`src/rcr_ram.sv`:
```
`timescale 1ns / 1ps
// ----------------------------------------------------------------------------
// rcr_ram
// Generic single-port synchronous RAM, registered read data.
// ----------------------------------------------------------------------------
module rcr_ram #(
   parameter int WIDTH = 8,
   parameter int DEPTH = 256
) (
   input  logic                     clock,
   input  logic                     en,
   input  logic                     we,
   input  logic [$clog2(DEPTH)-1:0] addr,
   input  logic [WIDTH-1:0]         wdata,
   output logic [WIDTH-1:0]         rdata
);

   logic [WIDTH-1:0] mem [DEPTH];
   logic [WIDTH-1:0] rdata_ff;

   always_ff @(posedge clock) begin
      if (en) begin
         if (we) begin
            mem[addr] <= wdata;
         end else begin
            rdata_ff <= mem[addr];
         end
      end
   end

   assign rdata = rdata_ff;

endmodule

```
`config.mk`:
```
export PLATFORM = sky130hd
export DESIGN_NAME = rcr_ram
export DESIGN_NICKNAME = d
export VERILOG_FILES = /design/src/rcr_ram.sv
export SDC_FILE = /design/constraint.sdc
export NUM_CORES = 2
export LEC_CHECK = 0
export BUFFER_PORTS_ARGS = -buffer_cell sky130_fd_sc_hd__buf_2
export CAP_MARGIN = 20
export CORE_ASPECT_RATIO = 0.8
export CORE_UTILIZATION = 50
export DETAILED_ROUTE_END_ITERATION = 10
export HOLD_SLACK_MARGIN = 0.1
export PLACE_DENSITY = 0.68
export REMOVE_ABC_BUFFERS = 1
export SLEW_MARGIN = 20
export SYNTH_ARGS = -nofsm -noshare
export SYNTH_HDL_FRONTEND = slang
export SYNTH_SLANG_ARGS = --single-unit
```
`constraint.sdc`:
```
create_clock -name clock -period 5.1 [get_ports clock]
set_input_delay 1.02 -clock clock [delete_from_list [all_inputs] [get_ports clock]]
set_output_delay 1.02 -clock clock [all_outputs]
set_load 0.005 [all_outputs]
```
Word level (Yosys, flattened, before mapping)

Memory sizes are Yosys's and may differ from the RTL's. A register that Yosys moved wholly into a read port is not among the register bits.
Cells that the tools add are included.

Register bits after elaboration: 0
Memory bits (writable): 2048
Input port bits: 19
Output and inout bits: 8
Logic and storage cells: 6
Memories: 1

Memories:

| name | depth | width | rd ports | clocked after Yosys merged registers in | wr ports | line | source |
|---|---|---|---|---|---|---|---|
| mem  | 256   | 8     | 1        | 1                                       | 1        | 18   | `logic [WIDTH-1:0] mem [DEPTH];` |

Mux-type cells: 3
Bitwise operators: 1
Reduce and logical (&&, ||, !) cells: 1

Operator list:

| cell                | number |
|---|---|
| 2-to-1 mux 1 bit    | 3 |
| AND reduction 2 bit | 1 |
| inverter 1 bit      | 1 |

Depth between registers and ports, before layout

Word-level depth: 3
Mapped depth: 9
Gate-level depth less buffers: 5

Worst setup path before layout

Ideal clock, no wire load.

Path type: input to register
Start: input port addr[0]
End: memory mem[117][0], enable pin
Library setup time: 0.370 ns
Data arrival time: 2.945 ns
Required time: 4.730 ns
Path slack: 1.785 ns
Cell stages on the path: 8
Path through: buf_2 > buf_6 > buf_2 > buf_2 > nor3b_1 > nand2_1 > clkbuf_1 > nor2_1

RTL lines:

| what            | line | source |
|---|---|---|
| start, declared | 13   | `input logic [$clog2(DEPTH)-1:0] addr,` |
| end, declared   | 18   |  |

Straight into the memory's write port.

==> run summary <==
outcome = complete, no violations
clk root buf = clkbuf_16
largest stage delay on the critical path = 1.09 ns
Distinct cells, synth = 21
fill cell count = 11100
PortBufs = 26
Slew HR = 0.182
via count = 38100
unrepaired setup endpoints after global routing = no
fin nets = 3699
Global Route Usage Sum = 0.239
via/cell ratio = 6.42
leakage = 26.6 nW
Worst EP arrival = 4.39 ns
register bit total from synthesis = 2056
clk_lat worst skew = 0.81 ns
Post-Route Setup TNS = 0 ns
pre-CTS WS = 0.474 ns
DR iter-0 viols = 5142
Core ar. = 0.155 sq mm
Ys Warns = 0
initial antenna violation count = 5
setup ws final = 1.20 ns
Final min period = 3.90 ns
synthesized area per cell = 22.2 sq um
required time of the critical path = 5.58 ns
largest net degree at the start of global routing = 154
first-pass detailed-route iteration total = 5
Post-CTS Setup Inserts = 0
CP startpoint kind = primary input
worst hold path type = in2reg
Final Cycle Share = 0.765
H-tree levels = 4
clk buf depth = 3
layout cells sized above 1 = 0.258
# rows = 129
DRC Markers = 0
power density over the cells = 387 mW/mm^2
Netlist Area Pre-Place = 0.0784 sq mm
Initial Util = 0.505
# resized after CTS = 0
layout overhead on the synthesized area = 12.2%
fin. max-slew vios = 0
Max Fanout on Critical Path = 35
Post-Syn Instances = 3526
crit path kind = in2reg
max-cap violation count = 0
remaining antenna violation count = 0
Max IR drop VDD = 400 uV
CP cell instances = buf_8, buf_4, mux4_2, a22oi_1, a21oi_1, o41ai_1, nand4_1
number of global-route vias before repair = 37600
CTS tree = done
die area = 0.158 sq mm
Fin Clk Skew = 0.0288 ns
sequential share of the synthesized area = 0.788
routed len/inst = 31.8 um
Util after Layout = 0.567
clk sinks = 2056
hpwl dp = 110000 um
cts hold-fix bufs = 0
gr ovfl total = 0
IO Count = 27
number of setup violations in the final report = 0
die height = 356 um
Setup crit end kind = register
Worst-Margin Slew = 1.21 ns
Total Power = 34.0 mW
Max Fclk = 256 MHz
final WL = 188000 um
Slowest cell on crit path = o41ai_1
gp weighted congestion = 0.855
die span in x = 445 um
global-route wire length before repair = 271000 um
clock slew at reported path FFs = 0.07 ns
CTS Buf Count = 181
Final Hold Fails = 0
==> kinds of logic (layout without fill, tap and decap cells) <==
family / after synthesis / count (layout) / synth area share
buffers and inverters: 225 / 532 / 0.0128
multiplexers: 512 / 512 / 0.147
flip-flops: 2056 / 2056 / 0.788
other: 0 / 1 / 0
AND/OR/NAND/NOR: 317 / 317 / 0.0161
AO/OA/AOI/OAI: 416 / 416 / 0.0363
==> layout make-up <==
cell class                      instances  area (sq um)  share of cell area
Multi-Input combinational cell       1245         15700               0.179
Sequential cell                      2056         61700               0.702
Tap cell                             2096          2620              0.0298
Clock inverter                        122          1220              0.0139
Clock buffer                          214          4740              0.0539
Antenna cell                            1          2.50           0.0000285
Timing Repair Buffer                  196          1920              0.0218
==> metrics by stage <==
step	cell area [sq um]	cells	hold slack [ns]
3_5_place_dp	82000	5592	1.00
2_1_floorplan	77400	3301	0.896
6_report	87900	5930	0.668
4_1_cts	87900	5928	0.656
3_3_place_gp	82000	5592	1.01
5_1_grt	87900	5929	0.648
==> registers in the layout, indices dropped and copies added, names as in the netlist <==
name   cells
mem     2048
rdata      8
==> cells in the final DEF (no fill, tap or decap), drive strengths merged <==
cell type / Yosys / layout
edfxtp: 2056 / 2056
mux4: 512 / 512
nor2: 259 / 259
a22oi: 256 / 256
clkbuf: 143 / 222
buf: 82 / 188
a21oi: 128 / 128
clkinv: 0 / 87
o41ai: 32 / 32
nand2: 30 / 30
bufinv: 0 / 23
nand4: 8 / 8
nor2b: 7 / 7
clkinvlp: 0 / 6
inv: 0 / 6
nand3: 4 / 4
nand2b: 2 / 2
nor3b: 2 / 2
and2: 2 / 2
diode: 0 / 1
or2: 1 / 1
nor3: 1 / 1
and4: 1 / 1
==> layer usage <==
| metal | global-route usage | vias up | part of all wire |
|---|---|---|---|
| met5 | 0 | - | 0.00013 |
| met2 | 0.356 | 2144 | 0.46 |
| met3 | 0.0529 | 306 | 0.10 |
| li1 | - | 15300 | - |
| met1 | 0.360 | 20300 | 0.41 |
| met4 | 0.0675 | 4 | 0.026 |
==> where the power goes <==
group | switching, mW | internal (mW) | leakage [nW] | total [mW]
registers | 0.00889 | 18.6 | 18.5 | 18.6
logic | 0.983 | 0.544 | 5.24 | 1.53
clock network | 6.06 | 7.81 | 2.91 | 13.9
total | 7.05 | 27.0 | 26.6 | 34.0
==> path summary, 6_finish.rpt <==
| kind | startpoint | end | slack [ns] | cells after the start |
|---|---|---|---|---|
| worst max register to register | mem[171][7] | rdata[7] | 1.99 | 5 |
| worst min register to register | mem[106][3] | rdata[3] | 1.01 | 5 |
| worst min-delay path | wdata[2] | mem[85][2] | 0.67 | 1 |
| worst max-delay path | addr[0] | rdata[7] | 1.20 | 7 |
==> cells in the mapped netlist <==
cell type     n  area share
mux4_2      512        0.15
nor2_1      259       0.012
nand2b_1      2     0.00016
nor2b_1       7     0.00056
nand2_1      30      0.0014
buf_6         9      0.0013
buf_4        11      0.0011
nand3_1       4     0.00026
nand4_1       8     0.00064
and4_1        1     0.00011
buf_2        41      0.0026
a22oi_1     256       0.025
nor3_1        1    0.000064
edfxtp_1   2056        0.79
clkbuf_1    143      0.0068
and2_1        2     0.00016
or2_2         1    0.000080
buf_1        21      0.0010
nor3b_1       2     0.00019
o41ai_1      32      0.0036
a21oi_1     128      0.0082
==> critical path, delay by kind of cell <==
| kind | cells | cell delay (ns) |
|---|---|---|
| AO/OA/AOI/OAI | 3 | 1.60 |
| multiplexers | 1 | 0.57 |
| AND/OR/NAND/NOR | 1 | 0.15 |
| buffers and inverters | 2 | 0.97 |
No activity file was read; power rests on OpenSTA's default activity.
